==> src/rtl/ssfmt_pkg.sv <==
// ============================================================================
// ssfmt_pkg
// Shared types, constants and helper functions of the seven-segment
// number formatter: request codes, queue descriptor, BCD conversion step
// and display command encoders.
// ============================================================================
package ssfmt_pkg;

    localparam int DIGIT_COUNT    = 4;
    localparam int QUEUE_DEPTH    = 2;
    localparam int VALUE_W        = 28;
    localparam int MAG_W          = VALUE_W - 1;
    localparam int BCD_DIGITS     = 8;
    localparam int BCD_W          = BCD_DIGITS * 4;
    localparam int DD_STEP_BITS   = 7;
    localparam int CONV_STEPS     = 4;
    localparam int CONV_CNT_W     = $clog2(CONV_STEPS);
    localparam int PAD_W          = DD_STEP_BITS * CONV_STEPS;
    localparam int REST_W         = DD_STEP_BITS * (CONV_STEPS - 1);
    localparam int MAX_INT_DIGITS = 5;

    localparam logic [3:0] POINT_ON  = 4'h4;
    localparam logic [3:0] BLANK_VAL = 4'h0;
    localparam logic [3:0] ERR_DIGIT = 4'hF;
    localparam logic [3:0] ZERO_VAL  = 4'h0;

    localparam logic [MAG_W-1:0] MAX_MILLI [5] = '{
        MAG_W'(99999000),
        MAG_W'(9999000),
        MAG_W'(999000),
        MAG_W'(99000),
        MAG_W'(9000)
    };

    typedef enum logic [1:0] {
        REQ_RAW    = 2'd0,
        REQ_NUMBER = 2'd1,
        REQ_DOT    = 2'd2,
        REQ_ZERO   = 2'd3
    } req_type_t;

    typedef enum logic [2:0] {
        KIND_RAW    = 3'd0,
        KIND_NUMBER = 3'd1,
        KIND_ERROR  = 3'd2,
        KIND_DOT    = 3'd3,
        KIND_ZERO   = 3'd4
    } kind_t;

    typedef struct packed {
        kind_t       kind;
        logic [7:0]  raw;
        logic [1:0]  pos;
        logic [15:0] digits;
        logic        has_point;
        logic [1:0]  point;
        logic [2:0]  int_digits;
    } cmd_t;

    function automatic logic [BCD_W-1:0] dabble_bits(
        input logic [BCD_W-1:0]        bcd_in,
        input logic [DD_STEP_BITS-1:0] bits
    );
        logic [BCD_W-1:0] acc;
        acc = bcd_in;
        for (int b = DD_STEP_BITS - 1; b >= 0; b--)
        begin
            for (int d = 0; d < BCD_DIGITS; d++)
            begin
                if (acc[d*4 +: 4] >= 4'd5)
                begin
                    acc[d*4 +: 4] = acc[d*4 +: 4] + 4'd3;
                end
            end
            acc = {acc[BCD_W-2:0], bits[b]};
        end
        return acc;
    endfunction

    function automatic logic [7:0] blank_cmd(input logic [1:0] pos);
        return {4'(DIGIT_COUNT) + {2'b00, pos}, BLANK_VAL};
    endfunction

    function automatic logic [7:0] point_cmd(input logic [1:0] pos);
        return {4'(DIGIT_COUNT) + {2'b00, pos}, POINT_ON};
    endfunction

    function automatic logic [7:0] digit_cmd(input logic [1:0] pos, input logic [3:0] val);
        return {2'b00, pos, val};
    endfunction

endpackage

==> src/rtl/seven_segment_number_formatter_core.sv <==
// ============================================================================
// seven_segment_number_formatter_core
// Turns display requests into command bytes for a four-digit serial
// seven-segment display: raw bytes, numbers in thousandths with optional
// decimal point, single dot and single zero.
// ============================================================================
// Raw, dot, zero and error requests are queued on acceptance; a number first
//   passes the 4-step BCD conversion. One command byte per cycle leaves
//   while cmd_stall is low; the front takes other requests every cycle but
//   none while a number is in work or the queue is full; queue absorbs overlap.
// Reset: queue empty, no output valid, shown integer digit count set to 1.
module seven_segment_number_formatter_core
    import ssfmt_pkg::*;
#(
    parameter int QUEUE_DEPTH_P = QUEUE_DEPTH
)
(
    input  logic                      clk,
    input  logic                      rst_n,
    input  logic                      req_valid,
    output logic                      req_stall,
    input  logic [1:0]                req_type,
    input  logic [7:0]                raw_byte,
    input  logic signed [VALUE_W-1:0] value_milli,
    input  logic signed [2:0]         point_digits,
    input  logic [1:0]                position,
    output logic                      cmd_valid,
    input  logic                      cmd_stall,
    output logic [7:0]                cmd_byte,
    output logic                      last
);

    logic q_full;
    logic q_push;
    cmd_t q_data;
    logic q_pop;
    cmd_t q_head;
    logic q_head_valid;

    ssfmt_front u_front (
        .clk          (clk),
        .rst_n        (rst_n),
        .req_valid    (req_valid),
        .req_stall    (req_stall),
        .req_type     (req_type),
        .raw_byte     (raw_byte),
        .value_milli  (value_milli),
        .point_digits (point_digits),
        .position     (position),
        .q_full       (q_full),
        .q_push       (q_push),
        .q_data       (q_data)
    );

    ssfmt_queue #(
        .DEPTH (QUEUE_DEPTH_P)
    ) u_queue (
        .clk        (clk),
        .rst_n      (rst_n),
        .push       (q_push),
        .push_data  (q_data),
        .full       (q_full),
        .pop        (q_pop),
        .head_data  (q_head),
        .head_valid (q_head_valid)
    );

    ssfmt_back u_back (
        .clk        (clk),
        .rst_n      (rst_n),
        .head_data  (q_head),
        .head_valid (q_head_valid),
        .pop        (q_pop),
        .cmd_valid  (cmd_valid),
        .cmd_stall  (cmd_stall),
        .cmd_byte   (cmd_byte),
        .last       (last)
    );

endmodule

==> src/rtl/ssfmt_front.sv <==
// ============================================================================
// ssfmt_front
// Request front end: accepts requests, range checks numbers, converts the
// magnitude to BCD seven bits per cycle and pushes one descriptor per
// request into the command queue.
// ============================================================================
module ssfmt_front
    import ssfmt_pkg::*;
(
    input  logic                       clk,
    input  logic                       rst_n,
    input  logic                       req_valid,
    output logic                       req_stall,
    input  logic [1:0]                 req_type,
    input  logic [7:0]                 raw_byte,
    input  logic signed [VALUE_W-1:0]  value_milli,
    input  logic signed [2:0]          point_digits,
    input  logic [1:0]                 position,
    input  logic                       q_full,
    output logic                       q_push,
    output cmd_t                       q_data
);

    typedef enum logic [2:0] {
        F_IDLE = 3'b001,
        F_CONV = 3'b010,
        F_DONE = 3'b100
    } front_state_t;

    localparam logic [CONV_CNT_W-1:0] LAST_STEP = CONV_CNT_W'(CONV_STEPS - 1);

    front_state_t            state_reg, state_next;
    logic [CONV_CNT_W-1:0]   cnt_reg, cnt_next;
    logic [BCD_W-1:0]        bcd_reg, bcd_next;
    logic [REST_W-1:0]       mag_reg, mag_next;
    logic                    nopoint_reg, nopoint_next;
    logic [1:0]              point_reg, point_next;

    logic                    accept;
    logic                    no_point;
    logic [2:0]              lim_idx;
    logic [MAG_W-1:0]        mag;
    logic [PAD_W-1:0]        mag_pad;
    logic                    is_neg;
    logic                    is_over;
    logic                    is_conv;
    cmd_t                    imm_desc;
    cmd_t                    num_desc;
    logic [2:0]              int_digits;
    logic [2:0]              sel_off;
    logic [BCD_W-1:0]        bcd_shifted;

    assign req_stall = (state_reg != F_IDLE) || q_full;
    assign accept    = req_valid && !req_stall;

    assign no_point = point_digits[2];
    assign lim_idx  = no_point ? 3'd0 : {1'b0, point_digits[1:0]} + 3'd1;
    assign mag      = value_milli[MAG_W-1:0];
    assign mag_pad  = PAD_W'(mag);
    assign is_neg   = value_milli[VALUE_W-1];
    assign is_over  = mag > MAX_MILLI[lim_idx];
    assign is_conv  = (req_type == REQ_NUMBER) && !is_neg && !is_over;

    always_comb
    begin
        imm_desc            = '0;
        imm_desc.raw        = raw_byte;
        imm_desc.pos        = position;
        case (req_type)
            REQ_RAW:    imm_desc.kind = KIND_RAW;
            REQ_NUMBER: imm_desc.kind = KIND_ERROR;
            REQ_DOT:    imm_desc.kind = KIND_DOT;
            REQ_ZERO:   imm_desc.kind = KIND_ZERO;
            default:    imm_desc.kind = KIND_RAW;
        endcase
    end

    always_comb
    begin
        if (bcd_reg[31:28] != 4'd0)
        begin
            int_digits = 3'd5;
        end
        else if (bcd_reg[27:24] != 4'd0)
        begin
            int_digits = 3'd4;
        end
        else if (bcd_reg[23:20] != 4'd0)
        begin
            int_digits = 3'd3;
        end
        else if (bcd_reg[19:16] != 4'd0)
        begin
            int_digits = 3'd2;
        end
        else
        begin
            int_digits = 3'd1;
        end

        if (!nopoint_reg)
        begin
            sel_off = 3'd3 - {1'b0, point_reg};
        end
        else if (int_digits == 3'(MAX_INT_DIGITS))
        begin
            sel_off = 3'd4;
        end
        else
        begin
            sel_off = 3'd3;
        end
        bcd_shifted = bcd_reg >> {sel_off, 2'b00};

        num_desc            = '0;
        num_desc.kind       = KIND_NUMBER;
        num_desc.digits     = bcd_shifted[15:0];
        num_desc.has_point  = !nopoint_reg;
        num_desc.point      = point_reg;
        num_desc.int_digits = int_digits;
    end

    always_comb
    begin
        state_next   = state_reg;
        cnt_next     = cnt_reg;
        bcd_next     = bcd_reg;
        mag_next     = mag_reg;
        nopoint_next = nopoint_reg;
        point_next   = point_reg;
        q_push       = 1'b0;
        q_data       = imm_desc;
        case (state_reg)
            F_IDLE:
            begin
                if (accept)
                begin
                    if (is_conv)
                    begin
                        state_next   = F_CONV;
                        cnt_next     = CONV_CNT_W'(1);
                        bcd_next     = dabble_bits('0, mag_pad[PAD_W-1 -: DD_STEP_BITS]);
                        mag_next     = mag_pad[REST_W-1:0];
                        nopoint_next = no_point;
                        point_next   = point_digits[1:0];
                    end
                    else
                    begin
                        q_push = 1'b1;
                    end
                end
            end
            F_CONV:
            begin
                bcd_next = dabble_bits(bcd_reg, mag_reg[REST_W-1 -: DD_STEP_BITS]);
                mag_next = mag_reg << DD_STEP_BITS;
                cnt_next = cnt_reg + 1'b1;
                if (cnt_reg == LAST_STEP)
                begin
                    state_next = F_DONE;
                end
            end
            F_DONE:
            begin
                q_data = num_desc;
                if (!q_full)
                begin
                    q_push     = 1'b1;
                    state_next = F_IDLE;
                end
            end
            default:
            begin
                state_next = F_IDLE;
            end
        endcase
    end

    always_ff @(posedge clk or negedge rst_n)
    begin
        if (!rst_n)
        begin
            state_reg <= F_IDLE;
            cnt_reg   <= '0;
        end
        else
        begin
            state_reg <= state_next;
            cnt_reg   <= cnt_next;
        end
    end

    always_ff @(posedge clk)
    begin
        bcd_reg     <= bcd_next;
        mag_reg     <= mag_next;
        nopoint_reg <= nopoint_next;
        point_reg   <= point_next;
    end

    a_done_drains: assert property (@(posedge clk) disable iff (!rst_n)
        (state_reg == F_DONE && !q_full) |=> (state_reg == F_IDLE))
        else $error("front did not return to idle after pushing a number");

    a_conv_count: assert property (@(posedge clk) disable iff (!rst_n)
        (state_reg == F_CONV) |-> (cnt_reg != '0))
        else $error("conversion step count out of sequence");

endmodule

==> src/rtl/ssfmt_queue.sv <==
// ============================================================================
// ssfmt_queue
// Small descriptor queue between the request front end and the command
// back end.
// ============================================================================
module ssfmt_queue
    import ssfmt_pkg::*;
#(
    parameter int DEPTH = QUEUE_DEPTH
)
(
    input  logic clk,
    input  logic rst_n,
    input  logic push,
    input  cmd_t push_data,
    output logic full,
    input  logic pop,
    output cmd_t head_data,
    output logic head_valid
);

    localparam int PTR_W = $clog2(DEPTH);
    localparam int CNT_W = $clog2(DEPTH + 1);

    cmd_t             entries_reg [DEPTH];
    logic [PTR_W-1:0] wr_ptr_reg, wr_ptr_next;
    logic [PTR_W-1:0] rd_ptr_reg, rd_ptr_next;
    logic [CNT_W-1:0] count_reg, count_next;

    assign full       = (count_reg == CNT_W'(DEPTH));
    assign head_valid = (count_reg != '0);
    assign head_data  = entries_reg[rd_ptr_reg];

    always_comb
    begin
        wr_ptr_next = wr_ptr_reg;
        rd_ptr_next = rd_ptr_reg;
        count_next  = count_reg;
        if (push)
        begin
            wr_ptr_next = (wr_ptr_reg == PTR_W'(DEPTH - 1)) ? '0 : wr_ptr_reg + 1'b1;
        end
        if (pop)
        begin
            rd_ptr_next = (rd_ptr_reg == PTR_W'(DEPTH - 1)) ? '0 : rd_ptr_reg + 1'b1;
        end
        case ({push, pop})
            2'b10:   count_next = count_reg + 1'b1;
            2'b01:   count_next = count_reg - 1'b1;
            default: count_next = count_reg;
        endcase
    end

    always_ff @(posedge clk or negedge rst_n)
    begin
        if (!rst_n)
        begin
            wr_ptr_reg <= '0;
            rd_ptr_reg <= '0;
            count_reg  <= '0;
        end
        else
        begin
            wr_ptr_reg <= wr_ptr_next;
            rd_ptr_reg <= rd_ptr_next;
            count_reg  <= count_next;
        end
    end

    always_ff @(posedge clk)
    begin
        if (push)
        begin
            entries_reg[wr_ptr_reg] <= push_data;
        end
    end

    a_no_overflow: assert property (@(posedge clk) disable iff (!rst_n)
        push |-> !full)
        else $error("push into a full queue");

    a_no_underflow: assert property (@(posedge clk) disable iff (!rst_n)
        pop |-> head_valid)
        else $error("pop from an empty queue");

endmodule

==> src/rtl/ssfmt_back.sv <==
// ============================================================================
// ssfmt_back
// Command back end: walks the descriptor at the queue head one command
// byte per cycle while cmd_stall is low, applies leading-digit blanking
// and holds the digit count of the last number shown.
// ============================================================================
module ssfmt_back
    import ssfmt_pkg::*;
(
    input  logic       clk,
    input  logic       rst_n,
    input  cmd_t       head_data,
    input  logic       head_valid,
    output logic       pop,
    output logic       cmd_valid,
    input  logic       cmd_stall,
    output logic [7:0] cmd_byte,
    output logic       last
);

    localparam logic [2:0] LAST_DIGIT = 3'(DIGIT_COUNT - 1);
    localparam logic [2:0] POINT_SLOT = 3'(DIGIT_COUNT);

    logic [2:0] idx_reg, idx_next;
    logic [2:0] shown_reg, shown_next;
    logic       cmd_valid_reg, cmd_valid_next;
    logic [7:0] cmd_byte_reg, cmd_byte_next;
    logic       last_reg, last_next;

    logic       load;
    logic [1:0] pos;
    logic       at_point;
    logic [2:0] eff_shown;
    logic [1:0] base;
    logic       blank;
    logic [3:0] digit;
    logic [7:0] gen_byte;
    logic       gen_last;

    assign pos      = idx_reg[1:0];
    assign at_point = (idx_reg == POINT_SLOT);
    assign digit    = head_data.digits[pos*4 +: 4];

    always_comb
    begin
        eff_shown = (head_data.kind == KIND_NUMBER) ? head_data.int_digits : shown_reg;
        base      = (head_data.kind == KIND_NUMBER && head_data.has_point) ?
                    head_data.point : 2'd0;
        blank     = (idx_reg != 3'd0) &&
                    ({1'b0, idx_reg} >= ({2'b00, base} + {1'b0, eff_shown}));

        case (head_data.kind)
            KIND_RAW:
            begin
                gen_byte = head_data.raw;
                gen_last = 1'b1;
            end
            KIND_NUMBER:
            begin
                if (at_point)
                begin
                    gen_byte = point_cmd(head_data.point);
                end
                else if (blank)
                begin
                    gen_byte = blank_cmd(pos);
                end
                else
                begin
                    gen_byte = digit_cmd(pos, digit);
                end
                gen_last = head_data.has_point ? at_point : (idx_reg == LAST_DIGIT);
            end
            KIND_ERROR:
            begin
                gen_byte = blank ? blank_cmd(pos) : digit_cmd(pos, ERR_DIGIT);
                gen_last = (idx_reg == LAST_DIGIT);
            end
            KIND_DOT:
            begin
                gen_byte = at_point ? point_cmd(head_data.pos) : blank_cmd(pos);
                gen_last = at_point;
            end
            KIND_ZERO:
            begin
                gen_byte = at_point ? digit_cmd(head_data.pos, ZERO_VAL) : blank_cmd(pos);
                gen_last = at_point;
            end
            default:
            begin
                gen_byte = blank_cmd(pos);
                gen_last = 1'b1;
            end
        endcase
    end

    assign load = head_valid && (!cmd_valid_reg || !cmd_stall);
    assign pop  = load && gen_last;

    always_comb
    begin
        idx_next       = idx_reg;
        shown_next     = shown_reg;
        cmd_valid_next = cmd_valid_reg;
        cmd_byte_next  = cmd_byte_reg;
        last_next      = last_reg;
        if (load)
        begin
            cmd_valid_next = 1'b1;
            cmd_byte_next  = gen_byte;
            last_next      = gen_last;
            if (gen_last)
            begin
                idx_next = 3'd0;
                if (head_data.kind == KIND_NUMBER)
                begin
                    shown_next = head_data.int_digits;
                end
            end
            else
            begin
                idx_next = idx_reg + 3'd1;
            end
        end
        else if (!cmd_stall)
        begin
            cmd_valid_next = 1'b0;
        end
    end

    always_ff @(posedge clk or negedge rst_n)
    begin
        if (!rst_n)
        begin
            idx_reg       <= 3'd0;
            shown_reg     <= 3'd1;
            cmd_valid_reg <= 1'b0;
        end
        else
        begin
            idx_reg       <= idx_next;
            shown_reg     <= shown_next;
            cmd_valid_reg <= cmd_valid_next;
        end
    end

    always_ff @(posedge clk)
    begin
        cmd_byte_reg <= cmd_byte_next;
        last_reg     <= last_next;
    end

    assign cmd_valid = cmd_valid_reg;
    assign cmd_byte  = cmd_byte_reg;
    assign last      = last_reg;

    a_shown_range: assert property (@(posedge clk) disable iff (!rst_n)
        (shown_reg != 3'd0) && (shown_reg <= 3'(MAX_INT_DIGITS)))
        else $error("shown digit count out of range");

    a_idx_range: assert property (@(posedge clk) disable iff (!rst_n)
        idx_reg <= POINT_SLOT)
        else $error("command index past the point slot");

endmodule
==> config.mk <==
export PLATFORM = sky130hd
export DESIGN_NAME = seven_segment_number_formatter_core
export DESIGN_NICKNAME = d
export VERILOG_FILES = /design/src/rtl/ssfmt_pkg.sv /design/src/rtl/seven_segment_number_formatter_core.sv /design/src/rtl/ssfmt_front.sv /design/src/rtl/ssfmt_queue.sv /design/src/rtl/ssfmt_back.sv
export SDC_FILE = /design/constraint.sdc
export NUM_CORES = 1
export LEC_CHECK = 0
export BUFFER_PORTS_ARGS = -buffer_cell sky130_fd_sc_hd__buf_2
export CAP_MARGIN = 20
export CORE_AREA = 2 2 157 190
export DETAILED_ROUTE_END_ITERATION = 7
export DIE_AREA = 0 0 159 192
export PLACE_DENSITY = 0.69
export SYNTH_ARGS = -nofsm -noshare
export SYNTH_HDL_FRONTEND = slang
export SYNTH_SLANG_ARGS = --single-unit
export TNS_END_PERCENT = 30
==> constraint.sdc <==
create_clock -name clk -period 6.65 [get_ports clk]
set_input_delay 0 -clock clk [delete_from_list [all_inputs] [get_ports clk]]
set_output_delay 0 -clock clk [all_outputs]
set_load 0.05 [all_outputs]
Word level (Yosys, flattened, before mapping)
Memory sizes are Yosys's and may differ from the RTL's. Index checks and enable logic that the tools add are counted.

Memories kept: 2. Logic and storage cells: 374. Bits in writable memories: 70. Bits in latches: 0. Register bits: 81. Output and inout bits: 11. Bits in read-only memories: 216. Input port bits: 47.

Memories: (name not given) (depth 8, width 27, read ports 1, clocked after Yosys merged registers in 0, wr ports 0, RTL line ssfmt_front.sv:61) `assign is_over = mag > MAX_MILLI[lim_idx];`; u_queue.entries_reg (depth 2, width 35, read ports 1, clocked after Yosys merged registers in 0, wr ports 1, RTL line ssfmt_queue.sv:25) `cmd_t entries_reg [DEPTH];`.

Shift-type cells: 2. Magnitude comparators: 64. Divide/modulo/power cells: 0. Multipliers: 0. Mux-type cells: 165. Reduce and logical (&&, ||, !) cells: 30. Bitwise logic cells: 1. Add/subtract/negate cells: 73. Equal/unequal tests: 23.

Operators by type and width (count): 2-to-1 mux 4 bit (105); >= comparator 4 x 3 -> 1 bit (second input constant) (59); adder 4 x 2 -> 4 bit (second input constant) (52); 2-to-1 mux 3 bit (25); 2-to-1 mux 32 bit (2); case mux 32 bit (2 select lines) (1); 2-to-1 mux 27 bit (2); 2-to-1 mux 21 bit (2); case mux 21 bit (2 select lines) (1); 2-to-1 mux 8 bit (5); case mux 8 bit (5 select lines) (1); 2-to-1 mux 35 bit (1); >> shifter 32 x 5 -> 16 bit (1); greater-than comparator 27 bit (1); adder 3 x 2 -> 3 bit (second input constant) (7); nonzero test 4 bit (4); indexed part select 16 x 5 -> 4 bit (1); adder 3 x 2 -> 4 bit (first input constant) (3); == test 3 x 2 -> 1 bit (second input constant) (4); == test 3 bit (second input constant) (4); case mux 3 bit (4 select lines) (1); == test 2 bit (second input constant) (5); 2-to-1 mux 1 bit (10); case mux 3 bit (3 select lines) (1); other kinds (34) (60).

Longest topological paths before layout
Depth in word-level cells: 27. Depth in mapped cells: 34. Mapped depth without buffers: 34.

By module
A second synthesis with hierarchy kept.

Cells, all modules: 1729. Area, all modules: 15386.0 um^2.

Modules (own cells, without submodules): ssfmt_front (instances 1, cells an instance 1489, area an instance 11334.6 um^2); ssfmt_queue (instances 1, cells an instance 125, area an instance 2862.7 um^2); ssfmt_back (instances 1, cells an instance 115, area an instance 1188.6 um^2).

Worst setup path before layout
OpenSTA, ideal clock, no wires.

Kind: reg2reg. Start: register u_front.bcd_reg[20]. End: register u_front.bcd_reg[26] (data pin). Stages on the path, launching flop included: 33. Clock period less this slack: 6426 ps. Path buffers: 0. Path slack: 224 ps. Arrival: 6171 ps. Library setup time: 255 ps. Path through: edfxtp_1 -> inv_2 -> ha_1 -> and2b_2 -> nor3_1 -> a21oi_1 -> inv_1 -> ha_1 -> nand2b_1 -> o2111a_1 -> a211oi_2 -> mux2i_1 -> o221a_1 -> or3_4 -> clkinv_4 -> ha_1 -> nor4_1 -> o21ai_1 -> mux2i_2 -> ha_1 -> inv_1 -> a21o_1 -> a31oi_4 -> inv_1 -> ha_1 -> or2_1 -> a211o_1 -> nand2_1 -> ha_1 -> inv_1 -> a41oi_1 -> o211ai_1 -> and3_1.

Cells in the longest elaborated chain, start to end: 21.

Ends and longest elaborated chain: start: declaration (RTL line ssfmt_front.sv:34) `logic [BCD_W-1:0] bcd_reg, bcd_next;`; start signal: assignment (RTL line ssfmt_front.sv:195) `bcd_reg <= bcd_next;`; adder 4 x 2 -> 4 bit / >= comparator 4 x 3 -> 1 bit (equally long branches) (RTL line ssfmt_pkg.sv:72, ssfmt_pkg.sv:70); 2-to-1 mux 4 bit * (RTL line ssfmt_pkg.sv:70) `if (acc[d*4 +: 4] >= 4'd5)`; 2-to-1 mux 4 bit * (RTL line ssfmt_front.sv:133) `case (state_reg)`; adder 4 x 2 -> 4 bit / >= comparator 4 x 3 -> 1 bit (equally long branches) (RTL line ssfmt_pkg.sv:72, ssfmt_pkg.sv:70); 2-to-1 mux 4 bit (RTL line ssfmt_pkg.sv:70); 2-to-1 mux 4 bit (RTL line ssfmt_front.sv:133); adder 4 x 2 -> 4 bit / >= comparator 4 x 3 -> 1 bit (equally long branches) (RTL line ssfmt_pkg.sv:72, ssfmt_pkg.sv:70); 2-to-1 mux 4 bit (RTL line ssfmt_pkg.sv:70); [... 5 more ...]; 2-to-1 mux 4 bit (RTL line ssfmt_pkg.sv:70); 2-to-1 mux 4 bit (RTL line ssfmt_front.sv:133); adder 4 x 2 -> 4 bit / >= comparator 4 x 3 -> 1 bit (equally long branches) (RTL line ssfmt_pkg.sv:72, ssfmt_pkg.sv:70); 2-to-1 mux 4 bit (RTL line ssfmt_pkg.sv:70); 2-to-1 mux 4 bit (RTL line ssfmt_front.sv:133); adder 4 x 2 -> 4 bit / >= comparator 4 x 3 -> 1 bit (equally long branches) (RTL line ssfmt_pkg.sv:72, ssfmt_pkg.sv:70); 2-to-1 mux 4 bit * (RTL line ssfmt_pkg.sv:70); case mux 32 bit (2 select lines) * (RTL line ssfmt_front.sv:133).

Every way passes the cells marked *; elsewhere a longest branch is shown, timed or not. The select of a mux whose other input is x is not followed. A chain may end at the register's enable or synchronous reset.

Final worst setup path
Start: register u_front.bcd_reg[25]. End: register u_front.bcd_reg[26] (data pin).

Cells in the longest elaborated chain, start to end: 21.

Ends and longest elaborated chain (RTL line): adder 4 x 2 -> 4 bit / >= comparator 4 x 3 -> 1 bit (equally long branches) (ssfmt_pkg.sv:72, ssfmt_pkg.sv:70); 2-to-1 mux 4 bit * (ssfmt_pkg.sv:70); 2-to-1 mux 4 bit * (ssfmt_front.sv:133); adder 4 x 2 -> 4 bit / >= comparator 4 x 3 -> 1 bit (equally long branches) (ssfmt_pkg.sv:72, ssfmt_pkg.sv:70); 2-to-1 mux 4 bit * (ssfmt_pkg.sv:70); 2-to-1 mux 4 bit * (ssfmt_front.sv:133); >= comparator 4 x 3 -> 1 bit / adder 4 x 2 -> 4 bit (equally long branches) (ssfmt_pkg.sv:70, ssfmt_pkg.sv:72); 2-to-1 mux 4 bit * (ssfmt_pkg.sv:70); [... 5 more ...]; 2-to-1 mux 4 bit * (ssfmt_pkg.sv:70); 2-to-1 mux 4 bit * (ssfmt_front.sv:133); >= comparator 4 x 3 -> 1 bit / adder 4 x 2 -> 4 bit (equally long branches) (ssfmt_pkg.sv:70, ssfmt_pkg.sv:72); 2-to-1 mux 4 bit * (ssfmt_pkg.sv:70); 2-to-1 mux 4 bit * (ssfmt_front.sv:133); adder 4 x 2 -> 4 bit / >= comparator 4 x 3 -> 1 bit (equally long branches) (ssfmt_pkg.sv:72, ssfmt_pkg.sv:70); 2-to-1 mux 4 bit * (ssfmt_pkg.sv:70); case mux 32 bit (2 select lines) * (ssfmt_front.sv:133).

Marked as above.

==> flow_summary_export.csv <==
group,metric,value,unit
status,outcome,"completed",
critical_path,critPathRequiredTime,6.85,ns
layout,layout-drive-gt1-share,17.18,%
routing,avgViaCountPerCell,5.943,
critical_path,cp_slowest_stage_delay,0.52,ns
timing,clock_skew,0.01922,ns
power,seqPwrFrac,29.2,%
synth,synth_compound_area_share,24.90,%
timing,setup_viol,0,
routing,drt-initial-drc-count,998,
synth,synth.distinct_cells,118,
floorplanning,dieArea,30530,um2
layout,fin_nets,1980,
cts,cts-buffers-inserted,17,
place,dp_hpwl,25740,um
critical_path,critPathLaunchType,"register",
floorplanning,core_area,28590,um2
critical_path,timing.critical_path.mode_cell,"inv_1",
power,p_leak,7.012,nW
floorplanning,ios,58,
global_route,globalRouteTotalUtil,22.54,%
routing,dr.max_layer_used,"met4",
synth,ys_ff_latch,151,
timing,tightest_slew,1.032,ns
flow_run,max_cap_violations,0,
timing,whs,0.01166,ns
critical_path,crit_path_max_fanout,5,
place,port-buffer-count,57,
critical_path,criticalPathCategory,"register to register",
critical_path,cp.arrival,6.63,ns
power,p_int,0.002652,W
synth,ys_seq_area_share,30.17,%
layout,antenna_cells,0,
global_route,grt_pass1_vias,12370,
timing,fmax,155.6,MHz
power,netSwitchingPower,0.001854,W
routing,vias,13220,
place,dp.cells,2131,
timing,fin_crit_sh,96.67,%
global_route,grt_max_degree,46,
cts,root_buffer,"clkbuf_16",
power,peakVddDrop,253.3,uV
global_route,antenna_found_initial,0,
power,finalPower,0.004506,W
cts,clk_pin_slew,0.08,ns
routing,wl_per_cell,15.76,um
cts,cts_max_path_buffers,2,
synth,synthSimpleGateAreaFrac,20.29,%
synth,async_flop_share,10.60,%
timing,rsz0062_at_grt,"yes",
cts,clkLatencyLatePin,0.44,ns
power,power_frac_comb,48.5,%
routing,wl_met3,1109,um
place,gp_congestion,0.8810,
synth,syn_avg_cell_area,8.663,um2
timing,max-slew-margin-rel,31.08,%
power,power_density,264.0,nW/um2
routing,firstDrtPassIters,6,
hold_path,hp-class,"input port to asynchronous set/reset pin",
power,p_sw_share,41.15,%
floorplanning,initial_core_util,51.67,%
global_route,grt_pass1_wl,57440,um
cts,cts_sinks,151,
power,p_clk_share,22.3,%
synth,synth_area,14770,um2
critical_path,end_kind,"register",
synth,synth_edf_count,135,
timing,report.final.hold_viol_count,0,
synth,synth_ff_type,"edfxtp_1",
routing,drt-met1-wl,15400,um
layout,area_growth,15.57,%
synth,syn_inst,1705,
floorplanning,die_w,159,um
cts,htree_levels,4,
routing,wl_met2,17850,um
routing,ant_nets,0,
floorplanning,num_rows,68,
global_route,grt_overflow,0,
synth,yosys.area_share.adder,9.115,%
timing,slew_violations,0,
synth,synth_xor_area_share,2.592,%
cts,cts_tree,"built",
routing,wl,35060,um
critical_path,cp_top_family,"compound AO/OA/AOI/OAI gates",
critical_path,critical_path_buf_inv_count,6,
floorplanning,dieHeight,192,um
timing,period_minus_slack,6.429,ns
synth,synthMuxAreaShare,8.208,%
layout,largest_reg_flops,70,
synth,synth_top_family_by_area,"compound AO/OA/AOI/OAI gates",
synth,syn_nets,1859,
synth,yosysWarnings,0,
layout,fillers,2470,
critical_path,worst_path_max_delay_cell,"or4_1",
layout,stdcell_count,2224,
routing,drc_errors,0,
-- through the flow --
step	setup WS, ns	TNS (ns)	util [%]	instance area [um2]
2_1_floorplan	0.2243	0	-	14770
3_3_place_gp	0.1346	0	54.64	15620
3_5_place_dp	-0.06267	-0.1116	54.64	15620
4_1_cts	-0.02355	-0.02355	58.22	16640
5_1_grt	-0.1257	-0.2771	59.71	17070
6_report	0.2214	0	59.71	17070
-- cell type report --
| class | count | area, um2 | share of cell area [%] |
|---|---|---|---|
| inverters | 122 | 462.9 | 2.712 |
| well taps | 385 | 481.7 | 2.822 |
| multi-input cells | 1374 | 9887 | 57.92 |
| clock buffers | 17 | 425.4 | 2.492 |
| repair buffers | 160 | 1165 | 6.824 |
| clock inverters | 15 | 191.4 | 1.121 |
| flip-flops and latches | 151 | 4457 | 26.11 |
-- cells in the final DEF, fill, tap and decap left out, types with 24 or more instances in the layout --
| master | count |
|---|---|
| buf_4 | 63 |
| a21oi_1 | 122 |
| nor2b_1 | 26 |
| nor2_1 | 116 |
| nand3_1 | 48 |
| dlygate4sd3_1 | 38 |
| nand2b_1 | 32 |
| nor3_1 | 34 |
| o21ai_0 | 83 |
| o211ai_1 | 30 |
| edfxtp_1 | 135 |
| and2_1 | 36 |
| ha_1 | 95 |
| nand2_1 | 175 |
| inv_1 | 112 |
| mux2i_1 | 63 |
| buf_2 | 57 |
| mux2_2 | 24 |
-- per-layer routing --
| layer | vias to the layer above | GRT usage, % |
|---|---|---|
| li1 | 6633 | - |
| met1 | 6237 | 27.66 |
| met2 | 297 | 41.71 |
| met3 | 50 | 2.613 |
| met4 | 0 | 6.469 |
| met5 | - | 0 |
-- power groups by stage --
stage	registers [W]	logic [W]	clock network [W]
after floorplan	0.00140	0.00154	0
after global placement	0.00133	0.00200	0
after detailed placement	0.00134	0.00205	0
after CTS	0.00132	0.00208	0.00101
after global routing	0.00133	0.00244	0.00105
final	0.00132	0.00219	0.00100
-- cells by family (layout without fill, tap and decap cells) --
kind of cell,count (synthesis),count (layout)
mux,103,103
simple gates,594,594
compound gates,528,528
flops,151,151
buf+inv,180,314
fa+ha+maj,107,107
xor+xnor,42,42
-- timing repair --
item                                    in CTS  in global routing
setup buffers                                0                 22
resized for setup                            4                 57
pin swaps                                    1                 21
endpoints found under the hold margin       64                  0
endpoints found under the setup margin       4                 23
hold buffers                                38                  0
-- path summary, 6_finish.rpt --
check                                       to                 from  depth (start not counted)  slack [ns]
setup / recovery           u_front.bcd_reg[26]  u_front.bcd_reg[25]                         32        0.22
hold / removal              u_queue.rd_ptr_reg                rst_n                          2        0.01
setup reg to reg           u_front.bcd_reg[26]  u_front.bcd_reg[25]                         32        0.22
hold reg to reg             u_front.cnt_reg[0]   u_front.cnt_reg[0]                          1        0.48
max in group asynchronous  u_back.shown_reg[0]                rst_n                          2        6.31
min in group clk            u_front.bcd_reg[6]      value_milli[26]                          3        0.06
-- synthesized netlist by cell type (all sizes together), types with 37 or more instances --
cell    number  area, um2
clkbuf      42      157.7
nor2       118      445.4
ha         106       1326
a21oi      125      629.4
nand2      177      671.9
edfxtp     135       4054
nand3       49      250.2
and2        42      266.5
inv        121      454.2
mux2i       68      716.9
o21ai      112      564.3
nor3        37      195.2
Note: power is estimated with default switching activity, not from simulation.
